$ cat src/spi_master_mode_engine_defines.svh
// Assertion macros shared by the SPI master mode engine RTL.
// Included by files that carry concurrent checks; no other dependencies.
`ifndef SPI_MASTER_MODE_ENGINE_DEFINES_SVH
`define SPI_MASTER_MODE_ENGINE_DEFINES_SVH

// Check that is switched off while reset is held
`define SMME_ASSERT(lbl, prop, msg) \
    lbl: assert property (@(posedge i_clk) disable iff (!i_rst_n) prop) else $error(msg);

// Check that also holds through reset
`define SMME_ASSERT_ALWAYS(lbl, prop, msg) \
    lbl: assert property (@(posedge i_clk) prop) else $error(msg);

`endif

$ cat src/smme_pkg.sv
// Shared types and constants for the SPI master mode engine.
// No dependencies; imported by the core and the top level.
`default_nettype none

package smme_pkg;

    // Word length default and fixed field widths
    localparam int DEFAULT_WORD_BITS = 8;
    localparam int HALF_W            = 16;
    localparam int BYTE_W            = 8;
    localparam int CFG_IDX_W         = 2;

    // Reset value of the half period register
    localparam logic [HALF_W-1:0] HALF_PERIOD_RESET = 16'd1;

    // Configuration register indexes
    localparam logic [CFG_IDX_W-1:0] CFG_POLARITY = 2'd0;
    localparam logic [CFG_IDX_W-1:0] CFG_PHASE    = 2'd1;
    localparam logic [CFG_IDX_W-1:0] CFG_LSB      = 2'd2;
    localparam logic [CFG_IDX_W-1:0] CFG_HALF     = 2'd3;

    // Command codes carried with each item
    typedef enum logic [1:0] {
        FN_IDLE    = 2'd0,
        FN_START   = 2'd1,
        FN_SELECT  = 2'd2,
        FN_RELEASE = 2'd3
    } t_func;

    // Transfer phase
    typedef enum logic [1:0] {
        PH_IDLE      = 2'd0,
        PH_LOW_HALF  = 2'd1,
        PH_HIGH_HALF = 2'd2
    } t_phase;

    // Configuration seen by the core
    typedef struct packed {
        logic              polarity;
        logic              phase;
        logic              lsb_first;
        logic [HALF_W-1:0] half_period;
    } t_cfg;

    // One result item
    typedef struct packed {
        logic              sck;
        logic              mosi;
        logic              cs_n;
        logic              busy_res;
        logic              rx_valid;
        logic [BYTE_W-1:0] rx_byte;
    } t_result;

endpackage

`default_nettype wire

$ cat src/smme_core.sv
// Per-tick SPI line state machine: line levels, shift registers and counters.
// Depends on smme_pkg; instantiated by spi_master_mode_engine.
`default_nettype none

module smme_core #(
    parameter int WORD_BITS = smme_pkg::DEFAULT_WORD_BITS
) (
    input  wire logic                        i_clk,
    input  wire logic                        i_rst_n,
    input  wire logic                        i_step,
    input  wire smme_pkg::t_cfg              i_cfg,
    input  wire logic [1:0]                  i_func,
    input  wire logic [smme_pkg::BYTE_W-1:0] i_tx_byte,
    input  wire logic                        i_miso,
    output smme_pkg::t_result                o_res
);
    import smme_pkg::*;

    localparam int CNT_W = $clog2(WORD_BITS + 1);
    localparam int IDX_W = $clog2(WORD_BITS);
    localparam int EXT_W = (WORD_BITS > BYTE_W) ? WORD_BITS : BYTE_W;
    localparam logic [CNT_W-1:0] LAST_CNT = CNT_W'(WORD_BITS);
    localparam logic [IDX_W-1:0] TOP_IDX  = IDX_W'(WORD_BITS - 1);

    t_phase                 r_phase, n_phase;
    logic                   r_sck, n_sck;
    logic                   r_mosi, n_mosi;
    logic                   r_cs_n, n_cs_n;
    logic [CNT_W-1:0]       r_bit, n_bit;
    logic [HALF_W-1:0]      r_wait, n_wait;
    logic [WORD_BITS-1:0]   r_send, n_send;
    logic [WORD_BITS-1:0]   r_recv, n_recv;

    logic                   valid;
    logic                   samp_ok;
    logic [HALF_W-1:0]      half_m1;
    logic [CNT_W-1:0]       bit_inc;
    logic [IDX_W-1:0]       pos_cur;
    logic [IDX_W-1:0]       pos_inc;
    logic [IDX_W-1:0]       pos_first;
    logic [WORD_BITS-1:0]   tx_word;
    logic [EXT_W-1:0]       recv_ext;

    // Bit positions for the current and the following bit
    assign half_m1   = (i_cfg.half_period == '0) ? '0 : i_cfg.half_period - 1'b1;
    assign bit_inc   = r_bit + 1'b1;
    assign pos_cur   = i_cfg.lsb_first ? r_bit[IDX_W-1:0] : TOP_IDX - r_bit[IDX_W-1:0];
    assign pos_inc   = i_cfg.lsb_first ? bit_inc[IDX_W-1:0] : TOP_IDX - bit_inc[IDX_W-1:0];
    assign pos_first = i_cfg.lsb_first ? '0 : TOP_IDX;
    assign tx_word   = WORD_BITS'(i_tx_byte);
    // a sample past the last bit (mode switched mid-byte) falls outside the word
    assign samp_ok   = (r_bit < LAST_CNT);

    // Next state for one tick
    always_comb begin
        n_phase = r_phase;
        n_sck   = r_sck;
        n_mosi  = r_mosi;
        n_cs_n  = r_cs_n;
        n_bit   = r_bit;
        n_wait  = r_wait;
        n_send  = r_send;
        n_recv  = r_recv;
        valid   = 1'b0;
        unique case (r_phase)
            PH_IDLE: begin
                n_sck = i_cfg.polarity;
                unique case (t_func'(i_func))
                    FN_START: begin
                        n_send = tx_word;
                        n_recv = '0;
                        n_bit  = '0;
                        n_wait = half_m1;
                        n_mosi = tx_word[pos_first];
                        if (!i_cfg.phase) begin
                            n_phase = PH_LOW_HALF;
                        end else begin
                            n_sck   = ~i_cfg.polarity;
                            n_phase = PH_HIGH_HALF;
                        end
                    end
                    FN_SELECT:  n_cs_n = 1'b0;
                    FN_RELEASE: n_cs_n = 1'b1;
                    default: ;
                endcase
            end
            PH_LOW_HALF: begin
                if (r_wait != '0) begin
                    n_wait = r_wait - 1'b1;
                end else if (!i_cfg.phase) begin
                    // leading edge, sample
                    n_sck          = ~i_cfg.polarity;
                    if (samp_ok) begin
                        n_recv[pos_cur] = r_recv[pos_cur] | i_miso;
                    end
                    n_phase        = PH_HIGH_HALF;
                    n_wait         = half_m1;
                end else if (r_bit >= LAST_CNT) begin
                    n_phase = PH_IDLE;
                    valid   = 1'b1;
                end else begin
                    // leading edge, drive next bit
                    n_sck   = ~i_cfg.polarity;
                    n_mosi  = r_send[pos_cur];
                    n_phase = PH_HIGH_HALF;
                    n_wait  = half_m1;
                end
            end
            PH_HIGH_HALF: begin
                if (r_wait != '0) begin
                    n_wait = r_wait - 1'b1;
                end else begin
                    // trailing edge
                    n_sck = i_cfg.polarity;
                    if (i_cfg.phase && samp_ok) begin
                        n_recv[pos_cur] = r_recv[pos_cur] | i_miso;
                    end
                    n_bit = bit_inc;
                    if (!i_cfg.phase && bit_inc >= LAST_CNT) begin
                        n_phase = PH_IDLE;
                        valid   = 1'b1;
                    end else begin
                        if (!i_cfg.phase) begin
                            n_mosi = r_send[pos_inc];
                        end
                        n_phase = PH_LOW_HALF;
                        n_wait  = half_m1;
                    end
                end
            end
            default: n_phase = PH_IDLE;
        endcase
    end

    // Result of this tick
    assign recv_ext = EXT_W'(n_recv);
    always_comb begin
        o_res.sck      = n_sck;
        o_res.mosi     = n_mosi;
        o_res.cs_n     = n_cs_n;
        o_res.busy_res = (n_phase != PH_IDLE);
        o_res.rx_valid = valid;
        o_res.rx_byte  = valid ? recv_ext[BYTE_W-1:0] : '0;
    end

    // State registers advance once per accepted item
    always_ff @(posedge i_clk) begin
        if (!i_rst_n) begin
            r_phase <= PH_IDLE;
            r_sck   <= 1'b0;
            r_mosi  <= 1'b0;
            r_cs_n  <= 1'b1;
            r_bit   <= '0;
            r_wait  <= '0;
            r_send  <= '0;
            r_recv  <= '0;
        end else if (i_step) begin
            r_phase <= n_phase;
            r_sck   <= n_sck;
            r_mosi  <= n_mosi;
            r_cs_n  <= n_cs_n;
            r_bit   <= n_bit;
            r_wait  <= n_wait;
            r_send  <= n_send;
            r_recv  <= n_recv;
        end
    end

endmodule

`default_nettype wire

$ cat src/spi_master_mode_engine.sv
// SPI master engine, modes 0 to 3: one input item per bus tick, one result item per input.
// A result appears on m_axis in the cycle after its item is accepted.
// One item per cycle unless m_axis stalls; the output register is the only buffer.
// Reset (synchronous, active low): chip select released, SCK low, config to defaults.
// Depends on smme_pkg, smme_core and spi_master_mode_engine_defines.svh.
`default_nettype none

`include "spi_master_mode_engine_defines.svh"

module spi_master_mode_engine #(
    parameter int WORD_BITS = smme_pkg::DEFAULT_WORD_BITS
) (
    input  wire logic                            i_clk,
    input  wire logic                            i_rst_n,
    // configuration write channel
    input  wire logic                            i_cfg_valid,
    output logic                                 o_cfg_ready,
    input  wire logic [smme_pkg::CFG_IDX_W-1:0]  i_cfg_index,
    input  wire logic [smme_pkg::HALF_W-1:0]     i_cfg_data,
    // item input
    input  wire logic                            s_axis_tvalid,
    output logic                                 s_axis_tready,
    input  wire logic [15:0]                     s_axis_tdata,  // [7:0] tx_byte, [8] miso
    input  wire logic [1:0]                      s_axis_tuser,  // [1:0] func
    // result output
    output logic                                 m_axis_tvalid,
    input  wire logic                            m_axis_tready,
    output logic [15:0]                          m_axis_tdata   // [0] sck, [1] mosi,
                                                                // [2] cs_n, [3] busy_res,
                                                                // [4] rx_valid, [12:5] rx_byte
);
    import smme_pkg::*;

    t_cfg    r_cfg;
    t_result core_res;
    t_result r_out;
    logic    r_out_valid;
    logic    accept;

    // Configuration registers, ready whenever out of reset
    assign o_cfg_ready = i_rst_n;
    always_ff @(posedge i_clk) begin
        if (!i_rst_n) begin
            r_cfg.polarity    <= 1'b0;
            r_cfg.phase       <= 1'b0;
            r_cfg.lsb_first   <= 1'b0;
            r_cfg.half_period <= HALF_PERIOD_RESET;
        end else if (i_cfg_valid) begin
            unique case (i_cfg_index)
                CFG_POLARITY: r_cfg.polarity    <= i_cfg_data[0];
                CFG_PHASE:    r_cfg.phase       <= i_cfg_data[0];
                CFG_LSB:      r_cfg.lsb_first   <= i_cfg_data[0];
                CFG_HALF:     r_cfg.half_period <= i_cfg_data;
                default: ;
            endcase
        end
    end

    // Take a new item whenever the output register is free or draining
    assign s_axis_tready = i_rst_n && (!r_out_valid || m_axis_tready);
    assign accept        = s_axis_tvalid && s_axis_tready;

    smme_core #(
        .WORD_BITS(WORD_BITS)
    ) u_core (
        .i_clk     (i_clk),
        .i_rst_n   (i_rst_n),
        .i_step    (accept),
        .i_cfg     (r_cfg),
        .i_func    (s_axis_tuser),
        .i_tx_byte (s_axis_tdata[7:0]),
        .i_miso    (s_axis_tdata[8]),
        .o_res     (core_res)
    );

    // Output register
    always_ff @(posedge i_clk) begin
        if (!i_rst_n) begin
            r_out_valid <= 1'b0;
        end else if (accept) begin
            r_out_valid <= 1'b1;
        end else if (m_axis_tready) begin
            r_out_valid <= 1'b0;
        end
    end

    always_ff @(posedge i_clk) begin
        if (accept) begin
            r_out <= core_res;
        end
    end

    assign m_axis_tvalid = r_out_valid;
    assign m_axis_tdata  = {3'b000, r_out.rx_byte, r_out.rx_valid, r_out.busy_res,
                            r_out.cs_n, r_out.mosi, r_out.sck};

    // Checks
    `SMME_ASSERT(a_done_not_busy, r_out_valid && r_out.rx_valid |-> !r_out.busy_res, "completed transfer still busy")
    `SMME_ASSERT(a_rx_zero_idle, r_out_valid && !r_out.rx_valid |-> r_out.rx_byte == '0, "rx_byte nonzero without rx_valid")
    `SMME_ASSERT(a_accept_fills, accept |=> m_axis_tvalid, "accepted item produced no result")
    `SMME_ASSERT_ALWAYS(a_no_accept_in_reset, !i_rst_n |-> !s_axis_tready, "item accepted during reset")

endmodule

`default_nettype wire
$ cat config.mk
export PLATFORM = sky130hd
export DESIGN_NAME = spi_master_mode_engine
export DESIGN_NICKNAME = d
export VERILOG_FILES = /design/src/smme_pkg.sv /design/src/smme_core.sv /design/src/spi_master_mode_engine.sv
export VERILOG_INCLUDE_DIRS = /design/src /design/src/src
export SDC_FILE = /design/constraint.sdc
export NUM_CORES = 1
export LEC_CHECK = 0
export ABC_AREA = 1
export BUFFER_PORTS_ARGS = -buffer_cell sky130_fd_sc_hd__buf_2
export CORE_UTILIZATION = 30
export CTS_CLUSTER_DIAMETER = 150
export DETAILED_ROUTE_END_ITERATION = 16
export HOLD_SLACK_MARGIN = 0.1
export PLACE_DENSITY = 0.57
export SYNTH_ARGS = -nofsm -noshare
export SYNTH_HDL_FRONTEND = slang
export SYNTH_HIERARCHICAL = 1
export SYNTH_SLANG_ARGS = --single-unit
$ cat constraint.sdc
create_clock -name i_clk -period 3.1 [get_ports i_clk]
set_input_delay 0.465 -clock i_clk [delete_from_list [all_inputs] [get_ports i_clk]]
set_output_delay 0.465 -clock i_clk [all_outputs]
set_load 0.05 [all_outputs]
## After elaboration in Yosys (flattened, before gate mapping)

Index checks and enable logic that the tools add are counted.

| storage, ports and cells | value |
|---|---|
| flip-flop bits (word level) | 74 |
| logic and storage cells | 133 |
| output and inout bits | 19 |

| operators by class | value |
|---|---|
| $add $sub $neg | 5 |
| reduce and logical (&&, ||, !) cells | 23 |
| muxes and demuxes | 65 |
| $lt $le $gt $ge | 7 |
| bitwise operators | 2 |
| eq/ne operators | 12 |

Operator list:

| operator | number |
|---|---|
| $mux 16 | 7 |
| $mux 8 | 6 |
| $pmux 16 s3 | 1 |
| $sub 16x1->16 const B | 2 |
| $mux 1 | 27 |
| $pmux 8 s3 | 1 |
| $logic_not 16->1 | 1 |
| $reduce_bool 16->1 | 1 |
| $bmux 1 s3 | 4 |
| $lt 3x4->1 const B | 3 |
| $mux 2 | 6 |
| $eq 2x2->1 const B | 5 |
| $mux 3 | 3 |
| $bwmux 8 | 1 |
| $ge 4x4->1 const B | 2 |
| $mux 4 | 2 |
| $pmux 4 s2 | 1 |
| $reduce_and 2->1 | 4 |
| $eq 2x1->1 const B | 3 |
| $pmux 1 s3 | 2 |
| $pmux 2 s3 | 1 |
| $reduce_bool 2->1 | 3 |
| $sub 3x3->3 const A | 2 |
| $logic_and 1x1->1 | 5 |
| 17 further kinds | 21 |

## Depth between registers and ports, before layout

Gate-level depths: netlist of run 1.

| logic depth | value |
|---|---|
| word-level depth | 11 |
| gate-level depth with buffers | 17 |

## Modules after synthesis

The synthesis of run 1 kept the hierarchy.

Modules (own cells, without submodules):

| module | area an instance (um2) | cells an instance | seq. area each (um2) | instances |
|---|---|---|---|---|
| smme_core | 3,691.0 | 612 | 820.8 | 1 |
| spi_master_mode_engine | 1,310.0 | 150 | 790.8 | 1 |

## Worst setup path before layout of run 1

OpenSTA, ideal clock, no wires.

| timing path | value |
|---|---|
| kind | input port to flip-flop |
| start | in i_rst_n |
| end | reg u_core.r_wait[9] |
| cell stages on the path | 12 |
| data arrival time | 2.979 ns |
| data required time | 2.982 ns |
| setup time | 0.118 ns |
| slack | 0.003 ns |
| path through | clkbuf_8 -> inv_1 -> nor3b_1 -> clkbuf_1 -> inv_1 -> nor2_1 -> inv_2 -> nor2_8 -> inv_6 -> buf_6 -> nor3_1 -> nor2_1 |

| between the ends | value |
|---|---|
| longest elaborated chain between the ends | 3 |

RTL lines:

| what | RTL line | text |
|---|---|---|
| from (decl) | spi_master_mode_engine.sv:14 | `input wire logic i_rst_n,` |
| $logic_and 1x1->1 | spi_master_mode_engine.sv:60 | `assign s_axis_tready = i_rst_n && (!r_out_valid \|\| m_axis_tready);` |
| $logic_and 1x1->1 | spi_master_mode_engine.sv:61 | `assign accept = s_axis_tvalid && s_axis_tready;` |
| named net accept | spi_master_mode_engine.sv:38 | `logic accept;` |
| $reduce_and 5->1 (no line) | - |  |
| to (signal assigned) | smme_core.sv:163 | `r_wait <= n_wait;` |
| to (decl) | smme_core.sv:30 | `logic [HALF_W-1:0] r_wait, n_wait;` |

The timed path passes the listed nets, and every way through them passes these cells.
A chain may end at the register's enable or synchronous reset.

## Worst setup path after layout of run 1

| timing path | value |
|---|---|
| start | reg r_cfg[16] in the netlist's numbering |
| end | reg r_out, in the netlist m_axis_tdata[11] (data pin) |

| between the ends | value |
|---|---|
| longest elaborated chain between the ends | 10 |
| elaborated cells between the ends (all ways) | 16 |
| classes of those cells | order compare (2); mux (12); bitwise (1); reduce/logical (1) |

RTL lines:

| what | RTL line | text |
|---|---|---|
| from (decl) | spi_master_mode_engine.sv:34 | `t_cfg r_cfg;` |
| $mux 3 * | smme_core.sv:47 | `assign pos_cur = i_cfg.lsb_first ? r_bit[IDX_W-1:0] : TOP_IDX - r_bit[IDX_W-1:0];` |
| $lt 3x4->1 (not written as such) or $ge 3x1->1 (tied branches) | smme_core.sv:94, smme_core.sv:116 |  |
| $logic_and 1x1->1 (not written as such) | smme_core.sv:94, smme_core.sv:116 |  |
| $mux 1 (not written as such) | smme_core.sv:94, smme_core.sv:116 |  |
| $demux 1 s3 | - |  |
| $bwmux 8 * | smme_core.sv:94, smme_core.sv:116 |  |
| $mux 8 | smme_core.sv:93 | `if (samp_ok) begin` |
| $mux 8 | smme_core.sv:90 | `end else if (!i_cfg.phase) begin` |
| $mux 8 | smme_core.sv:88 | `if (r_wait != '0) begin` |
| $pmux 8 s3 * | smme_core.sv:65 | `unique case (r_phase)` |
| to (signal assigned) | spi_master_mode_engine.sv:89 | `r_out <= core_res;` |
| to (decl) | spi_master_mode_engine.sv:36 | `t_result r_out;` |

Every way passes the cells marked *; elsewhere a longest branch is shown, timed or not. The select of a mux whose other input is x is not followed.

==> results.json, run 1 <==
{
  "outcome": "finished clean",
  "end_kind": "flop",
  "hpwl_microns": 8946,
  "synth.area.mux_share_pct": 0,
  "r2r_start": "r_cfg[16]$_SDFFE_PN0P_",
  "max_freq_mhz": 428.5,
  "postCtsSetupRepairBufs": 0,
  "synth-adder-area-share_pct": 2.002,
  "drt_iter0_drc": 246,
  "crit_type": "flop to flop",
  "grt_start_max_net_pins": 46,
  "root_buffer": "clkbuf_16",
  "setup-tns-final_ns": 0,
  "maxCapViolCount": 0,
  "rsz0062_at_grt": "false",
  "hp-class": "primary input to flop",
  "grt_pass1_vias": 4488,
  "synth_seq_cells": 74,
  "ios": 60,
  "cts_hold_buffers": 0,
  "final_common_cell": "nand2_1",
  "relSlewSlack_pct": 45.13,
  "layout_common_cells": "188 x nand2_1, 120 x nor2_1, 92 x inv_1",
  "clkSinkCount": 74,
  "cts_resized": 0,
  "whs_path_depth": 3,
  "period_share_pct": 75.29,
  "path_clk_slew_ns": 0.06,
  "row_count": 46,
  "period_needed_ns": 2.334,
  "finalWirelength_microns": 12360,
  "die_h_microns": 131.1,
  "viasPerCell": 4.544,
  "tightest_slew_ns": 0.8141,
  "nNetsFinal": 847,
  "setup_ws_ns": 0.7661,
  "synth_ff_type": "dfxtp_1",
  "grt_pass1_wl_microns": 21290,
  "fillCellCount": 1766,
  "hold_start": "i_cfg_data[5]",
  "numCtsBuffers": 9,
  "clock_latency_ns": 0.35,
  "synth_edf_count": 13,
  "antenna_left": 0,
  "start_kind": "flop",
  "cts_tree": "yes",
  "grt_overflow": 0,
  "synth_top_family_by_area": "simple AND/OR/NAND/NOR gates",
  "fin_hold_ws_ns": 0.3370,
  "crit_required_ns": 3.18,
  "yosysUniqueCellTypes": 53,
  "io_buffers": 49,
  "seq_area_frac_synth_pct": 32.22,
  "areaGrowthSynthToFinish_pct": 13.23,
  "track_usage_pct": 15.27,
  "power_density_mw_per_mm2": 521.8,
  "slew_violations": 0,
  "worst-r2r-cell-count": 11,
  "synth_compound_area_share_pct": 13.99,
  "dr.pass1.iters": 4,
  "fin_skew_ns": 0.007415,
  "n_antenna_cell": 0,
  "netlist_area_sq_mm": 0.005001,
  "hold_violations": 0,
  "pre_cts_ws_ns": 0.7460,
  "drcViolationCount": 0,
  "postLayoutCoreUtil_pct": 35.27,
  "htreeDepth": 3,
  "worstReg2RegEnd": "m_axis_tdata[11]$_DFFE_PP_",
  "cts_buffer_depth": 2,
  "final_layout_size_suffix_gt1_share_pct": 13.57,
  "async_flop_share_pct": 0,
  "leakagePower_nw": 2.567,
  "die_w_microns": 131.1,
  "synth_xor_area_share_pct": 3.678,
  "core-area_sq_mm": 0.01606,
  "grt_antenna_before_repair": 0,
  "wl_per_cell_microns": 12.13,
  "crit_fanout": 14,
  "setup_violations": 0,
  "vias": 4630,
  "whs_endpoint": "r_cfg[5]$_SDFFE_PN0P_",
  "syn-mean-instance-area_sq_um": 6.563,
  "worstPathArrival_ns": 2.41,
  "die-area_sq_mm": 0.01719,
  "ir_worst_vdd_mv": 0.3071,
  "start_util_pct": 31.14,
  "total_power_mw": 2.955,
  "synthSimpleGateAreaFrac_pct": 35.85,
  "gp_congestion": 0.8518,
  "r2r_slack_ns": 0.77,
  "yosysWarnings": 6,
  "synthCells": 762
}
cells in the mapped netlist (2+ instances only):
library cell	instances	area share, %
a211oi_1	4	0.60
a21oi_1	48	4.8
a21oi_2	3	0.53
buf_2	2	0.20
buf_4	8	1.2
buf_6	9	2.0
clkbuf_1	7	0.53
dfxtp_1	61	24
edfxtp_1	13	7.8
ha_1	8	2.0
inv_1	92	6.9
inv_2	8	0.60
nand2_1	188	14
nand2_2	4	0.50
nand2_4	2	0.45
nand3_1	44	4.4
nand3_2	3	0.60
nand3_4	2	0.70
nand3b_1	5	0.75
nand4_1	4	0.50
nand4_2	2	0.50
nor2_1	120	9.0
nor2_2	7	0.88
nor2_4	3	0.68
nor3_1	9	0.90
nor3_2	2	0.40
nor3b_1	3	0.45
o211ai_1	6	0.90
o21ai_0	41	4.1
o21ai_1	8	0.80
o21bai_1	2	0.30
o22ai_1	3	0.38
or2_2	2	0.25
xnor2_1	8	1.4
xor2_1	13	2.3
layer usage:
metal,part of all wire (%),up-vias,wire (microns),GRT usage (%)
met5,0,-,0,0
met4,1.2,0,152,5.229
met3,3.6,10,448,3.472
met2,49,66,6031,26.83
met1,46,2063,5725,18.12
li1,-,2491,-,-
logic make-up (layout without fill, tap and decap cells):
logic type                 after synthesis  count (layout)
adders and majority gates                8               8
xor gates and xnor gates                21              21
other                                    1               3
buffers and inverters                  131             170
AOI/OAI and AO/OA                      123             123
DFF                                     74              74
and+or+nand+nor                        404             404
through the flow:
step,cell area (sq um),instances
finish,5663,1019
global route,5663,1019
CTS,5663,1019
detailed placement,5329,1003
global placement,5329,1003
floorplan,5009,764
area by class of cell:
cell class | count | area [sq um] | area share (%)
well taps | 216 | 270.3 | 4.772
flip-flops and latches | 74 | 1612 | 28.46
inverters | 103 | 394.1 | 6.960
clock buffers | 10 | 229.0 | 4.043
repair buffers | 51 | 260.3 | 4.596
clock inverters | 6 | 105.1 | 1.856
multi-input cells | 559 | 2793 | 49.32
critical path, stage by stage (launching register included):
cell      delay, ns
dfxtp_1        0.56
inv_4          0.09
nand2_1        0.08
nand2_1        0.25
nand3_1        0.27
nor2_1         0.06
nor2_1         0.21
nand2_1        0.17
nand3b_1       0.12
nand2_1        0.09
nand2_1        0.07
a21oi_1        0.09
sequential cells by signal, summed over array words and instances (netlist names):
| name | flops |
|---|---|
| r_cfg | 19 |
| u_core/r_wait | 16 |
| m_axis_tdata | 13 |
| u_core/r_recv | 8 |
| u_core/r_send | 8 |
| u_core/r_bit | 4 |
| u_core/r_phase | 2 |
| m_axis_tvalid | 1 |
| u_core/r_cs_n | 1 |
| u_core/r_mosi | 1 |
| u_core/r_sck | 1 |
how the worst max path moves through the flow:
stage / endpoint / slack [ns] / from
after floorplan: u_core/r_wait[9]$_SDFFE_PN0P_ / 0.003 / i_rst_n
after global placement: u_core/r_wait[9]$_SDFFE_PN0P_ / 0.71 / i_rst_n
after detailed placement: u_core/r_wait[7]$_SDFFE_PN0P_ / 0.75 / i_rst_n
after CTS: m_axis_tdata[11]$_DFFE_PP_ / 0.76 / r_cfg[16]$_SDFFE_PN0P_
after global routing: m_axis_tdata[11]$_DFFE_PP_ / 0.52 / r_cfg[16]$_SDFFE_PN0P_
final: m_axis_tdata[11]$_DFFE_PP_ / 0.77 / r_cfg[16]$_SDFFE_PN0P_
where the power goes:
part,internal [mW],switching (mW)
logic,0.223,0.467
clock network,0.781,0.413
registers,1.03,0.0444
Power figures use the tool's default switching activity.
==> inputs of run 2 (changes only) <==
--- a/config.mk
+++ b/config.mk
@@ -12,7 +12,7 @@
 export CTS_CLUSTER_DIAMETER = 150
 export DETAILED_ROUTE_END_ITERATION = 16
 export HOLD_SLACK_MARGIN = 0.1
-export PLACE_DENSITY = 0.57
+export PLACE_DENSITY = 0.56
 export SYNTH_ARGS = -nofsm -noshare
 export SYNTH_HDL_FRONTEND = slang
 export SYNTH_HIERARCHICAL = 1
==> constraint.sdc (replaced) <==
create_clock -name i_clk -period 2.45 [get_ports i_clk]
set_input_delay 0.3675 -clock i_clk [delete_from_list [all_inputs] [get_ports i_clk]]
set_output_delay 0.3675 -clock i_clk [all_outputs]
set_load 0.05 [all_outputs]
==> results.json, run 2 (synthesized netlist as in run 1, its figures left out) <==
{
  "clock_latency_ns": 0.35,
  "cts_resized": 0,
  "antenna_left": 0,
  "setup-tns-final_ns": 0,
  "end_kind": "flop",
  "start_util_pct": 31.14,
  "intPower_mw": 2.495,
  "period_needed_ns": 2.141,
  "die_h_microns": 131.1,
  "io_buffers": 49,
  "crit_fanout": 19,
  "relSlewSlack_pct": 50.02,
  "gr-usage-met3_pct": 3.125,
  "drt_iter0_drc": 245,
  "final_area_sq_mm": 0.005714,
  "use_met2_pct": 25.95,
  "comb_power_share_pct": 24.1,
  "hp-class": "primary input to flop",
  "nNetsFinal": 852,
  "max_freq_mhz": 467.2,
  "row_count": 46,
  "busiest_layer": "met2",
  "die_w_microns": 131.1,
  "grt_start_max_net_pins": 39,
  "switchingPower_mw": 1.206,
  "placed_area_sq_mm": 0.005385,
  "fin_hold_ws_ns": 0.2408,
  "largest_reg_flops": 19,
  "grt_pass1_vias": 4501,
  "final_layout_size_suffix_gt1_share_pct": 14.85,
  "clockPowerShare_pct": 39.3,
  "fin_skew_ns": 0.01298,
  "finalWirelength_microns": 12380,
  "hpwl_microns": 9153,
  "areaGrowthSynthToFinish_pct": 14.26,
  "viasPerCell": 4.596,
  "grt_antenna_before_repair": 0,
  "layout_common_cells": "187 x nand2_1, 120 x nor2_1, 92 x inv_1",
  "grt_overflow": 0,
  "crit_required_ns": 2.73,
  "final_common_cell": "nand2_1",
  "die-area_sq_mm": 0.01719,
  "use_met1_pct": 18.59,
  "path_common_cell": "nor2_1",
  "slowest_delay_ns": 0.37,
  "cts_hold_buffers": 0,
  "swShare_pct": 32.60,
  "rsz0062_at_grt": "false",
  "ir_worst_vdd_mv": 0.3685,
  "crit_chain": "inv_1 > ha_1 > inv_2 > nor2_1 > nor2_1 > inv_2 > nor2_1 > inv_2 > nor2_8 > inv_6 > o21ai_0 > nand2_1 > nor2_1",
  "root_buffer": "clkbuf_16",
  "setup_violations": 0,
  "gp_congestion": 0.8434,
  "vias": 4706,
  "postCtsSetupRepairBufs": 0,
  "dr.pass1.iters": 4,
  "regMostFlops": "r_cfg",
  "total_power_mw": 3.701,
  "path_clk_slew_ns": 0.06,
  "maxCapViolCount": 0,
  "outcome": "finished clean",
  "p_seq_share_pct": 36.6,
  "htreeDepth": 3,
  "crit_type": "flop to flop",
  "drcViolationCount": 0,
  "wl_per_cell_microns": 12.09,
  "core-area_sq_mm": 0.01606,
  "worstPathArrival_ns": 2.42,
  "cts_tree": "yes",
  "period_share_pct": 87.37,
  "grt_pass1_wl_microns": 21110,
  "power_density_mw_per_mm2": 647.7,
  "leakagePower_nw": 2.598,
  "track_usage_pct": 15.20,
  "ios": 60,
  "slew_violations": 0,
  "clkSinkCount": 74,
  "tightest_slew_ns": 0.7416,
  "cts_buffer_depth": 2,
  "hold_violations": 0,
  "n_antenna_cell": 0,
  "numCtsBuffers": 9,
  "critPathSlowestCell": "dfxtp_2",
  "start_kind": "flop"
}
-- run 2: cell count changes in the layout (fill, tap and decap cells not counted), sizes merged --
cell,change
bufinv,-1
buf,+5
clkbuf,-1
inv,+2
-- run 2: cell type report --
cell class | count | area [sq um]
tap | 216 | 270.3
timing repair buffer | 56 | 310.3
clock inverter | 7 | 98.84
inverter | 103 | 394.1
fill | 1738 | 10340
clock buffer | 9 | 225.2
multi-input combinational | 559 | 2801
sequential | 74 | 1614
-- run 2: worst max-delay path: cells and delay by family, from the launching register on --
kind	cells	cell delay, ns
buffers and inverters	5	0.53
and+or+nand+nor	6	0.74
DFF	1	0.37
AOI/OAI and AO/OA	1	0.16
adders and majority gates	1	0.25
-- run 2: through the flow --
step,worst slack [ns],utilization (%),instances
after CTS,0.2194,35.55,1024
after global routing,0.06992,35.59,1024
after global placement,0.1742,33.54,1008
after detailed placement,0.1523,33.54,1008
after floorplan,0.03732,-,764
final,0.3094,35.59,1024
-- run 2: routing by layer --
| layer | wire length, microns | part of all wire (%) | vias to the layer above |
|---|---|---|---|
| li1 | - | - | 2506 |
| met1 | 5890 | 48 | 2093 |
| met2 | 5835 | 47 | 94 |
| met3 | 423 | 3.4 | 13 |
| met4 | 233 | 1.9 | 0 |
| met5 | 0 | 0 | - |
-- run 2: final timing paths --
| path | cells past startpoint | to | slack, ns | startpoint |
|---|---|---|---|---|
| max | 13 | u_core/r_wait[9]$_SDFFE_PN0P_ | 0.31 | u_core/r_phase[1]$_SDFFE_PN0P_ |
| min | 3 | r_cfg[1]$_SDFFE_PN0P_ | 0.24 | i_cfg_data[1] |
| max reg2reg | 13 | u_core/r_wait[9]$_SDFFE_PN0P_ | 0.31 | u_core/r_phase[1]$_SDFFE_PN0P_ |
| min reg2reg | 2 | u_core/r_send[7]$_SDFFE_PN0P_ | 0.46 | u_core/r_send[7]$_SDFFE_PN0P_ |
-- run 2: power by group through the flow --
stage,sequential (mW),combinational (mW),clock [mW]
2_1_floorplan,1.40,0.680,0
3_3_place_gp,1.38,0.887,0
3_5_place_dp,1.38,0.889,0
4_1_cts,1.35,0.894,1.50
5_1_grt,1.36,1.01,1.55
6_report,1.35,0.891,1.46
